## src/hw/rtl/vfs_pkg.sv

```systemverilog
// Shared types and constants for the VAD frame segmenter.
// Item structs for both channels, configuration register indexes and field widths.
// No dependencies.
package vfs_pkg;

  localparam int FRAME_LEN_W = 11;
  localparam int WINDOW_LEN_W = 6;
  localparam int THRESHOLD_W = 6;
  localparam int MAX_SEG_W = 24;
  localparam int POS_W = 35;
  localparam int CFG_IDX_W = 2;
  localparam int CFG_DATA_W = 24;

  localparam logic [CFG_IDX_W-1:0] CFG_FRAME_LEN = 2'd0;
  localparam logic [CFG_IDX_W-1:0] CFG_WINDOW_LEN = 2'd1;
  localparam logic [CFG_IDX_W-1:0] CFG_THRESHOLD = 2'd2;
  localparam logic [CFG_IDX_W-1:0] CFG_MAX_SEG = 2'd3;

  localparam logic [FRAME_LEN_W-1:0] FRAME_LEN_RST = 11'd320;
  localparam logic [WINDOW_LEN_W-1:0] WINDOW_LEN_RST = 6'd10;
  localparam logic [THRESHOLD_W-1:0] THRESHOLD_RST = 6'd8;
  localparam logic [MAX_SEG_W-1:0] MAX_SEG_RST = 24'd2880000;

  typedef struct packed {
    logic voice;
    logic last_frame;
  } vfs_in_t;

  typedef struct packed {
    logic [POS_W-1:0] seg_start;
    logic [POS_W-1:0] seg_end;
    logic last_piece;
  } vfs_out_t;

endpackage

```

## src/hw/rtl/vad_frame_segmenter.sv

```systemverilog
// VAD frame segmenter: top level with sequencer, shared multiplier and divider.
// Depends on vfs_pkg.
//
// Usage: one item per frame on the input channel (voice flag, last_frame marker);
// segment pieces leave on the output channel as {seg_start, seg_end, last_piece}
// in sample units. Both channels use valid/stall; an item moves when valid is high
// and stall is low. Configuration is written through cfg_we_i/cfg_idx_i/cfg_wdata_i;
// the user must write it only while the block is idle; the block does not enforce this.
// Sequence: an item is held for flag counting over the window (one flag per cycle
// through a single adder) and then a decision step. A closing segment then uses the
// shared multiplier for segment start and end, runs the one-bit-per-cycle divider
// twice (piece count, then piece length) and emits pieces, up to MAX_PIECES. A final
// frame that flushes uses the multiplier for start and end and emits one piece.
// in_stall_o is high after acceptance until the decision or, if a segment closes,
// until the last piece is in the output register. A stalled receiver holds the
// output register and the sequencer waits.
// Reset clears the stream state and loads the default configuration.
module vad_frame_segmenter #(
  parameter int WINDOW_MAX = 32,
  parameter int FRAME_INDEX_BITS = 24,
  parameter int MAX_PIECES = 16
) (
  input  logic                                  clk_i,
  input  logic                                  rst_ni,
  input  logic                                  cfg_we_i,
  input  logic [vfs_pkg::CFG_IDX_W-1:0]         cfg_idx_i,
  input  logic [vfs_pkg::CFG_DATA_W-1:0]        cfg_wdata_i,
  input  logic                                  in_valid_i,
  output logic                                  in_stall_o,
  input  vfs_pkg::vfs_in_t                      in_item_i,
  output logic                                  out_valid_o,
  input  logic                                  out_stall_i,
  output vfs_pkg::vfs_out_t                     out_item_o
);

  localparam int FW = FRAME_INDEX_BITS;
  localparam int KW = FW + 1;
  localparam int PW = KW + vfs_pkg::FRAME_LEN_W;
  localparam int NW = $clog2(WINDOW_MAX + 1);
  localparam int IW = $clog2(WINDOW_MAX);
  localparam int NWC = (NW > vfs_pkg::WINDOW_LEN_W) ? NW : vfs_pkg::WINDOW_LEN_W;
  localparam int CNT_W = $clog2(MAX_PIECES);
  localparam int DCW = $clog2(PW);

  localparam logic [2:0] S_IDLE = 3'd0;
  localparam logic [2:0] S_SUM = 3'd1;
  localparam logic [2:0] S_DECIDE = 3'd2;
  localparam logic [2:0] S_MULS = 3'd3;
  localparam logic [2:0] S_MULE = 3'd4;
  localparam logic [2:0] S_DIV1 = 3'd5;
  localparam logic [2:0] S_DIV2 = 3'd6;
  localparam logic [2:0] S_EMIT = 3'd7;

  // configuration
  logic [vfs_pkg::FRAME_LEN_W-1:0]  fl_q, fl_d;
  logic [vfs_pkg::WINDOW_LEN_W-1:0] wl_q, wl_d;
  logic [vfs_pkg::THRESHOLD_W-1:0]  thr_q, thr_d;
  logic [vfs_pkg::MAX_SEG_W-1:0]    mx_q, mx_d;

  // control and stream state
  logic [2:0]            state_q, state_d;
  logic [WINDOW_MAX-1:0] fwin_q, fwin_d;
  logic [NW-1:0]         sum_q, sum_d;
  logic [NW-1:0]         pc_q, pc_d;
  logic [NW-1:0]         skip_q, skip_d;
  logic                  spch_q, spch_d;
  logic [FW-1:0]         ostart_q, ostart_d;
  logic [FW-1:0]         fidx_q, fidx_d;
  logic                  last_q, last_d;
  logic                  final_q, final_d;
  logic [CNT_W-1:0]      cnt_q, cnt_d;
  logic [DCW-1:0]        dcnt_q, dcnt_d;
  logic                  out_valid_q, out_valid_d;

  // datapath
  logic [FW-1:0]     sfr_q, sfr_d;
  logic [KW-1:0]     efr_q, efr_d;
  logic [PW-1:0]     start_q, start_d;
  logic [PW-1:0]     end_q, end_d;
  logic [PW-1:0]     part_q, part_d;
  logic [PW-1:0]     plen_q, plen_d;
  logic [PW-1:0]     num_q, num_d;
  logic [PW-1:0]     rem_q, rem_d;
  logic [PW-1:0]     den_q, den_d;
  vfs_pkg::vfs_out_t out_q, out_d;

  logic [NW-1:0]  nwin;
  logic [KW-1:0]  kp1;
  logic           eval_win, short_strm, sum_ge;
  logic [KW-1:0]  mul_a;
  logic [PW-1:0]  prod;
  logic [PW:0]    div_rs;
  logic [PW+1:0]  div_sub;
  logic           div_ge;
  logic [PW-1:0]  div_q;
  logic [PW+1:0]  sstep;
  logic           more;
  logic           out_free;
  logic [vfs_pkg::MAX_SEG_W-1:0] mx1;

  always_comb begin
    if (wl_q == '0) begin
      nwin = NW'(1);
    end else if (NWC'(wl_q) > NWC'(WINDOW_MAX)) begin
      nwin = NW'(WINDOW_MAX);
    end else begin
      nwin = NW'(wl_q);
    end
  end

  assign kp1 = KW'(fidx_q) + KW'(1);
  assign eval_win = kp1 >= KW'(nwin);
  assign short_strm = kp1 <= KW'(nwin);
  assign sum_ge = NWC'(sum_q) >= NWC'(thr_q);
  assign mx1 = (mx_q == '0) ? vfs_pkg::MAX_SEG_W'(1) : mx_q;

  // shared multiplier: frame number times frame length
  assign mul_a = (state_q == S_MULS) ? KW'(sfr_q) : efr_q;
  assign prod = PW'(mul_a) * PW'(fl_q);

  // shared restoring divider, one quotient bit per cycle
  assign div_rs = {rem_q, num_q[PW-1]};
  assign div_sub = {1'b0, div_rs} - {2'b00, den_q};
  assign div_ge = ~div_sub[PW+1];
  assign div_q = {num_q[PW-2:0], div_ge};

  assign sstep = {2'b00, start_q} + {1'b0, plen_q, 1'b0};
  assign more = !final_q && (cnt_q != CNT_W'(MAX_PIECES - 1)) && (sstep < {2'b00, end_q});
  assign out_free = !out_valid_q || !out_stall_i;

  always_comb begin
    fl_d = fl_q;
    wl_d = wl_q;
    thr_d = thr_q;
    mx_d = mx_q;
    state_d = state_q;
    fwin_d = fwin_q;
    sum_d = sum_q;
    pc_d = pc_q;
    skip_d = skip_q;
    spch_d = spch_q;
    ostart_d = ostart_q;
    fidx_d = fidx_q;
    last_d = last_q;
    final_d = final_q;
    cnt_d = cnt_q;
    dcnt_d = dcnt_q;
    sfr_d = sfr_q;
    efr_d = efr_q;
    start_d = start_q;
    end_d = end_q;
    part_d = part_q;
    plen_d = plen_q;
    num_d = num_q;
    rem_d = rem_q;
    den_d = den_q;
    out_d = out_q;
    out_valid_d = out_valid_q && out_stall_i;

    if (cfg_we_i) begin
      unique case (cfg_idx_i)
        vfs_pkg::CFG_FRAME_LEN:  fl_d = cfg_wdata_i[vfs_pkg::FRAME_LEN_W-1:0];
        vfs_pkg::CFG_WINDOW_LEN: wl_d = cfg_wdata_i[vfs_pkg::WINDOW_LEN_W-1:0];
        vfs_pkg::CFG_THRESHOLD:  thr_d = cfg_wdata_i[vfs_pkg::THRESHOLD_W-1:0];
        vfs_pkg::CFG_MAX_SEG:    mx_d = cfg_wdata_i[vfs_pkg::MAX_SEG_W-1:0];
        default: ;
      endcase
    end

    unique case (state_q)
      S_IDLE: begin
        if (in_valid_i) begin
          fwin_d = {fwin_q[WINDOW_MAX-2:0], in_item_i.voice};
          last_d = in_item_i.last_frame;
          sum_d = '0;
          pc_d = '0;
          state_d = S_SUM;
        end
      end
      S_SUM: begin
        sum_d = sum_q + NW'(fwin_q[pc_q[IW-1:0]]);
        pc_d = pc_q + NW'(1);
        if (pc_q == nwin - NW'(1)) begin
          state_d = S_DECIDE;
        end
      end
      S_DECIDE: begin
        state_d = S_IDLE;
        if (last_q) begin
          final_d = 1'b1;
          efr_d = KW'(fidx_q);
          if (short_strm) begin
            sfr_d = '0;
            state_d = S_MULS;
          end else if (spch_q) begin
            sfr_d = ostart_q;
            state_d = S_MULS;
          end
          fwin_d = '0;
          spch_d = 1'b0;
          ostart_d = '0;
          fidx_d = '0;
          skip_d = '0;
        end else begin
          if (eval_win) begin
            priority if (skip_q != '0) begin
              skip_d = skip_q - NW'(1);
            end else if (!spch_q && sum_ge) begin
              spch_d = 1'b1;
              ostart_d = FW'(kp1 - KW'(nwin));
            end else if (spch_q && !sum_ge) begin
              spch_d = 1'b0;
              skip_d = nwin;
              sfr_d = ostart_q;
              efr_d = kp1;
              final_d = 1'b0;
              state_d = S_MULS;
            end else begin
              // segment state unchanged
            end
          end
          if (fidx_q != '1) begin
            fidx_d = FW'(kp1);
          end
        end
      end
      S_MULS: begin
        start_d = prod;
        state_d = S_MULE;
      end
      S_MULE: begin
        end_d = prod;
        part_d = prod - start_q;
        num_d = prod - start_q;
        den_d = PW'(mx1);
        rem_d = '0;
        dcnt_d = '0;
        cnt_d = '0;
        state_d = final_q ? S_EMIT : S_DIV1;
      end
      S_DIV1, S_DIV2: begin
        num_d = div_q;
        rem_d = div_ge ? div_sub[PW-1:0] : div_rs[PW-1:0];
        dcnt_d = dcnt_q + DCW'(1);
        if (dcnt_q == DCW'(PW - 1)) begin
          dcnt_d = '0;
          if (state_q == S_DIV1) begin
            num_d = part_q;
            den_d = div_q + PW'(1);
            rem_d = '0;
            state_d = S_DIV2;
          end else begin
            plen_d = div_q;
            state_d = S_EMIT;
          end
        end
      end
      S_EMIT: begin
        if (out_free) begin
          out_valid_d = 1'b1;
          out_d.seg_start = (vfs_pkg::POS_W)'(start_q);
          if (more) begin
            out_d.seg_end = (vfs_pkg::POS_W)'(start_q + plen_q);
            out_d.last_piece = 1'b0;
            start_d = start_q + plen_q;
            cnt_d = cnt_q + CNT_W'(1);
          end else begin
            out_d.seg_end = (vfs_pkg::POS_W)'(end_q);
            out_d.last_piece = 1'b1;
            state_d = S_IDLE;
          end
        end
      end
      default: state_d = S_IDLE;
    endcase
  end

  always_ff @(posedge clk_i or negedge rst_ni) begin
    if (!rst_ni) begin
      fl_q <= vfs_pkg::FRAME_LEN_RST;
      wl_q <= vfs_pkg::WINDOW_LEN_RST;
      thr_q <= vfs_pkg::THRESHOLD_RST;
      mx_q <= vfs_pkg::MAX_SEG_RST;
      state_q <= S_IDLE;
      fwin_q <= '0;
      sum_q <= '0;
      pc_q <= '0;
      skip_q <= '0;
      spch_q <= 1'b0;
      ostart_q <= '0;
      fidx_q <= '0;
      last_q <= 1'b0;
      final_q <= 1'b0;
      cnt_q <= '0;
      dcnt_q <= '0;
      out_valid_q <= 1'b0;
    end else begin
      fl_q <= fl_d;
      wl_q <= wl_d;
      thr_q <= thr_d;
      mx_q <= mx_d;
      state_q <= state_d;
      fwin_q <= fwin_d;
      sum_q <= sum_d;
      pc_q <= pc_d;
      skip_q <= skip_d;
      spch_q <= spch_d;
      ostart_q <= ostart_d;
      fidx_q <= fidx_d;
      last_q <= last_d;
      final_q <= final_d;
      cnt_q <= cnt_d;
      dcnt_q <= dcnt_d;
      out_valid_q <= out_valid_d;
    end
  end

  always_ff @(posedge clk_i) begin
    sfr_q <= sfr_d;
    efr_q <= efr_d;
    start_q <= start_d;
    end_q <= end_d;
    part_q <= part_d;
    plen_q <= plen_d;
    num_q <= num_d;
    rem_q <= rem_d;
    den_q <= den_d;
    out_q <= out_d;
  end

  assign in_stall_o = (state_q != S_IDLE);
  assign out_valid_o = out_valid_q;
  assign out_item_o = out_q;

  a_accept_to_sum: assert property (@(posedge clk_i) disable iff (!rst_ni)
    in_valid_i && !in_stall_o |=> state_q == S_SUM)
    else $error("accepted item did not start the flag count");

  a_open_start_order: assert property (@(posedge clk_i) disable iff (!rst_ni)
    spch_q |-> ostart_q <= fidx_q)
    else $error("open segment starts after the current frame");

  a_div_nonzero: assert property (@(posedge clk_i) disable iff (!rst_ni)
    (state_q == S_DIV1 || state_q == S_DIV2) |-> den_q != '0)
    else $error("divider running with zero divisor");

  a_emit_order: assert property (@(posedge clk_i) disable iff (!rst_ni)
    state_q == S_EMIT |-> start_q <= end_q)
    else $error("piece start passed segment end");

  a_skip_bound: assert property (@(posedge clk_i) disable iff (!rst_ni)
    skip_q <= NW'(WINDOW_MAX))
    else $error("skip count above window maximum");

endmodule
```

## config.mk

```make
export PLATFORM = sky130hd
export DESIGN_NAME = vad_frame_segmenter
export DESIGN_NICKNAME = d
export VERILOG_FILES = /design/src/hw/rtl/vfs_pkg.sv /design/src/hw/rtl/vad_frame_segmenter.sv
export SDC_FILE = /design/constraint.sdc
export NUM_CORES = 2
export LEC_CHECK = 0
export BUFFER_PORTS_ARGS = -buffer_cell sky130_fd_sc_hd__buf_4
export CAP_MARGIN = 20
export CORE_MARGIN = 2
export CORE_UTILIZATION = 69
export CTS_CLUSTER_SIZE = 10
export DETAILED_ROUTE_END_ITERATION = 10
export PLACE_DENSITY = 0.95
export SETUP_SLACK_MARGIN = 0.4
export SLEW_MARGIN = 10
export SYNTH_ARGS = -nofsm -noshare
export SYNTH_HDL_FRONTEND = slang
export SYNTH_SLANG_ARGS = --single-unit
export TNS_END_PERCENT = 50
```

## constraint.sdc

```tcl
create_clock -name clk_i -period 24.9 [get_ports clk_i]
set_clock_uncertainty 0.05 [all_clocks]
set_input_delay 1.245 -clock clk_i [delete_from_list [all_inputs] [get_ports clk_i]]
set_output_delay 1.245 -clock clk_i [all_outputs]
set_load 0.005 [all_outputs]
```

; Word-level counts from Yosys, hierarchy flattened
; Index checks and enable logic that the tools add are counted.
; W data, S select, Z words.
[totals]
word_cells = 206
regBits = 534
[op_classes]
order_cmp = 6
n_bitwise = 2
n_reduce_logical = 48
n_eq_ne = 26
muxes = 80
addsub = 13
multipliers = 1
[op_table]
columns = cell, count
row1 = $mux W24, 15
row2 = $mux W36, 10
row3 = $pmux W36 S2, 4
row4 = $mux W25, 5
row5 = $mux W32, 2
row6 = $pmux W32 S2, 1
row7 = $mux W6, 9
row8 = $add A36 B37 Y38, 1
row9 = $lt A38 B36 Y1, 1
row10 = $sub A37 B36 Y38, 1
row11 = $add A36 B1 Y36 const B, 1
row12 = $add A36 B36 Y36, 1
row13 = $mul A25 B11 Y36, 1
row14 = $pmux W6 S2, 3
row15 = $sub A36 B36 Y36, 1
row16 = $add A24 B1 Y25 const B, 1
row17 = $ge A25 B6 Y1, 1
row18 = $le A25 B6 Y1, 1
row19 = $logic_not A24 Y1, 1
row20 = $ne A24 B24 Y1 const B, 1
row21 = $sub A24 B6 Y24, 1
row22 = $pmux W3 S7, 1
row23 = $ne A2 B2 Y1 const B, 10
row24 = $mux W3, 6
row25 = 38 further kinds, 97

; Depth between registers and ports, before layout
[depth]
word_depth = 9
depth_mapped = 40
depth_no_buf = 36

; Least setup slack after synthesis
; Ideal clock, no wire load.
[synth_path]
path_type = reg2reg
start = register state_q[1]
end = register num_q[31], data pin
setup_ns = 0.264
t_arrival_ns = 8.376
stages_incl_launch_ff = 37
n_path_buf = 5
slack_ns = 16.210
path_cell_list = dfrtp_1 > clkbuf_1 > nand2_1 > or2_2 > clkbuf_1 > buf_1 > clkbuf_1 > mux2_2 > clkbuf_1 > nand2_1 > fa_1 > fa_1 > inv_1 > fa_1 > fa_1 > inv_1 > fa_1 > inv_1 > ha_1 > a21o_1 > a21o_1 > a221oi_1 > o311ai_0 > a31o_2 > a21o_1 > a21oi_1 > nor2_1 > nor2_1 > xnor2_1 > ha_1 > a21o_1 > a211o_1 > o32ai_1 > a211oi_1 > o31ai_1 > a2111o_1 > nand3_1
[synth_via]
elab_chain_cells = 5
elab_cells_between_ends = 11
cone_classes = add/sub (1) / mul (1) / eq/ne (4) / mux (4) / reduce/logical (1)
[synth_rtl]
columns = item, line_no
row1 = from (decl), vad_frame_segmenter.sv:61  ; logic [2:0] state_q, state_d;
row2 = from (signal assigned), vad_frame_segmenter.sv:302  ; state_q <= state_d;
row3 = $eq A3 B2 Y1, vad_frame_segmenter.sv:118  ; assign mul_a = (state_q == S_MULS) ? KW'(sfr_q) : efr_q;
row4 = $mux W25, vad_frame_segmenter.sv:118
row5 = $mul A25 B11 Y36, vad_frame_segmenter.sv:119  ; assign prod = PW'(mul_a) * PW'(fl_q);
row6 = via prod[25], vad_frame_segmenter.sv:91  ; logic [PW-1:0] prod;
row7 = $sub A36 B36 Y36, vad_frame_segmenter.sv:234  ; num_d = prod - start_q;
row8 = $pmux W36 S2, vad_frame_segmenter.sv:170  ; unique case (state_q)
row9 = via num_d[31], vad_frame_segmenter.sv:82  ; logic [PW-1:0] num_q, num_d;
row10 = to (signal assigned), vad_frame_segmenter.sv:325  ; num_q <= num_d;
row11 = to (decl), vad_frame_segmenter.sv:82
; The timed path passes the listed nets, and every way through them passes these cells.
; A chain may end at the register's enable or synchronous reset.

; Worst setup path after layout
[layout_path]
start = register state_q[1]
end = register num_q[34], data pin
; The elaborated chain is that of the path after synthesis.

==> impl_metrics.ini <==
[routing]
drtAntennaViolNets = 0
drtPass1Iterations = 8
drt-total-wl_um = 108000
drtIter0Drc = 3775
viasPerCell = 6.55
dr_total_vias = 32100
post_drt_wl_per_cell_um = 22.0
drcViolationCount = 0

[clock_tree]
cts_setup_buffers = 0
cts-hold-fix-buffers = 0
cts_buffers = 67
clkSinkCount = 534
h-tree-depth = 3
cts_tree = done
cts_root_buf = clkbuf_16
cts_buffer_depth = 3
ctsResizeCount = 0
clkLatencyLatePin_ns = 0.64
clkTransAtPathRegs_ns = 0.06

[timing]
period_needed_ns = 9.96
max_freq_ghz = 0.100
setup_viol = 0
worstMarginPinSlew_ns = 1.15
drv_slew = 0
rsz0062_at_grt = false
slew_headroom = 0.235
fin_tns_setup_ns = 0
finalHoldViolCount = 0
period_share = 0.400

[layout]
area_delta_synth_final_pct = 8.61
regArea_sq_mm = 0.0152
stdcell_count = 4895
multi_input_area_sq_mm = 0.0226
drive_gt1_frac = 0.0925
layout.nets = 4596
fillers = 3413

[floorplan]
die_h_um = 245
ios = 106
core-area_sq_mm = 0.0575
num_rows = 88
die_w_um = 245
start_util = 0.696
die_area_sq_mm = 0.0599

[synthesis]
yosys.cell_count.top_type = nand2_1
synth_seq_cells = 534
syn_inst = 4040
ys_top_cells_by_area = edfxtp_1, fa_1, dfrtp_1
synth_area_sq_mm = 0.0400
synthFlopType = edfxtp_1
avgSynthCellArea_sq_um = 9.90
syn-num-nets = 4556
ys_warn_count = 0
yosysTopAreaCell = edfxtp_1
synth.cells.most_frequent = nand2_1, inv_1, edfxtp_1, ha_1, o21ai_0
synth.distinct_cells = 95
synth_top_area_frac = 0.279
synthArstFlopShare = 0.303
synth_edf_count = 372
synth_seq_area_share = 0.381

[global_route]
grt_pass1_vias = 32700
grt_first_pass_wirelength_um = 173000
track_usage = 0.366
antenna_found_initial = 2
grt_overflow = 0
grt_max_degree = 90

[setup_path]
worstPathRequired_ns = 25.29
path_buf_inv = 3
crit_type = flip-flop to flip-flop
crit_top_cell = fa_1
worstSetupStartpointType = flip-flop
cp_max_fo = 31
crit_family = compound AO/OA/AOI/OAI gates
cp-end-kind = flip-flop
critPathMaxStageDelay_ns = 0.67
crit_slowest_cell = a2111oi_1
crit_arrival_ns = 10.36

[placement]
dp.final_hpwl_um = 75600
port_buffers = 105
placed_cells = 4775
place.gp.congestion = 0.998

[job]
cap_viol_max_count = 0

[hold_path]
hp-class = flip-flop to flip-flop

[run_status]
run_status = completed
## layer usage
layer / vias to the layer above / GRT usage / wire, um
met2: 2129 / 0.591 / 50400
met3: 561 / 0.0786 / 11700
met4: 2 / 0.206 / 6530
li1: 14100 / - / -
met5: - / 0 / 13
met1: 15300 / 0.461 / 39200
## stage by stage
step / cell area [sq um] / setup WS [ns] / hold WS (ns) / utilization
finish: 43500 / 14.94 / 0.416 / 0.756
global route: 43500 / 14.30 / 0.445 / 0.756
CTS: 43400 / 15.23 / 0.421 / 0.756
detailed placement: 41400 / 15.49 / 0.409 / 0.720
global placement: 41400 / 15.76 / 0.401 / 0.720
floorplan: 40000 / 16.21 / 0.385 / -
## sequential cells by signal (all words and copies together), names as in the netlist, 11 cells and up
signal      count
plen_q         36
out_item_o     71
efr_q          25
start_q        36
mx_q           24
sfr_q          24
ostart_q       24
num_q          36
end_q          36
fidx_q         24
rem_q          36
part_q         36
fl_q           11
den_q          36
fwin_q         32
## final timing paths
kind | depth (start not counted) | from | to | slack, ns
min in group asynchronous | 1 | rst_ni | fwin_q[18] | 0.62
worst max register to register | 31 | state_q[1] | num_q[34] | 14.94
max in group asynchronous | 2 | rst_ni | mx_q[7] | 22.66
worst min-delay path | 2 | ostart_q[22] | ostart_q[22] | 0.42
worst min register to register | 2 | ostart_q[22] | ostart_q[22] | 0.42
worst max-delay path | 31 | state_q[1] | num_q[34] | 14.94
## placed cells by master (no fill, tap or decap), types with 57 or more instances in the layout
master | Yosys | final
xnor2_1 | 157 | 157
ha_1 | 272 | 272
nor3_1 | 57 | 57
a21oi_1 | 214 | 212
edfxtp_1 | 372 | 372
nand3_1 | 82 | 81
fa_1 | 211 | 211
inv_1 | 414 | 413
dfrtp_1 | 148 | 147
buf_4 | 4 | 132
nor2_1 | 214 | 210
a21o_1 | 98 | 98
nand2_1 | 500 | 499
and2_1 | 127 | 127
xor2_1 | 86 | 86
mux2_2 | 84 | 84
o21ai_0 | 242 | 242
clkbuf_16 | 0 | 71
## worst register-to-register path: cells and delay by family (launching register included)
kind,cells,cell delay (ns)
buffers and inverters,3,0.16
DFF,1,0.58
adders and majority gates,7,3.22
and+or+nand+nor,6,1.44
AOI/OAI and AO/OA,12,3.32
muxes,1,0.50
xor gates and xnor gates,2,0.49
## cell families after synthesis
kind of cell,share of synthesized area
adders and majority gates,0.191
DFF,0.381
buffers and inverters,0.0563
AOI/OAI and AO/OA,0.133
muxes,0.0390
and+or+nand+nor,0.146
xor gates and xnor gates,0.0540
## cell type report
cell class | instances | share of cell area
flip-flops and latches | 534 | 0.351
well taps | 765 | 0.0220
multi-input cells | 2926 | 0.520
clock inverters | 10 | 0.00259
inverters | 416 | 0.0359
clock buffers | 108 | 0.0448
repair buffers | 135 | 0.0239
diodes | 1 | 0.0000576
Power is left out: the tool's default activity adds up to more than one toggle a clock period on the data nets, which glitch-free logic cannot reach.
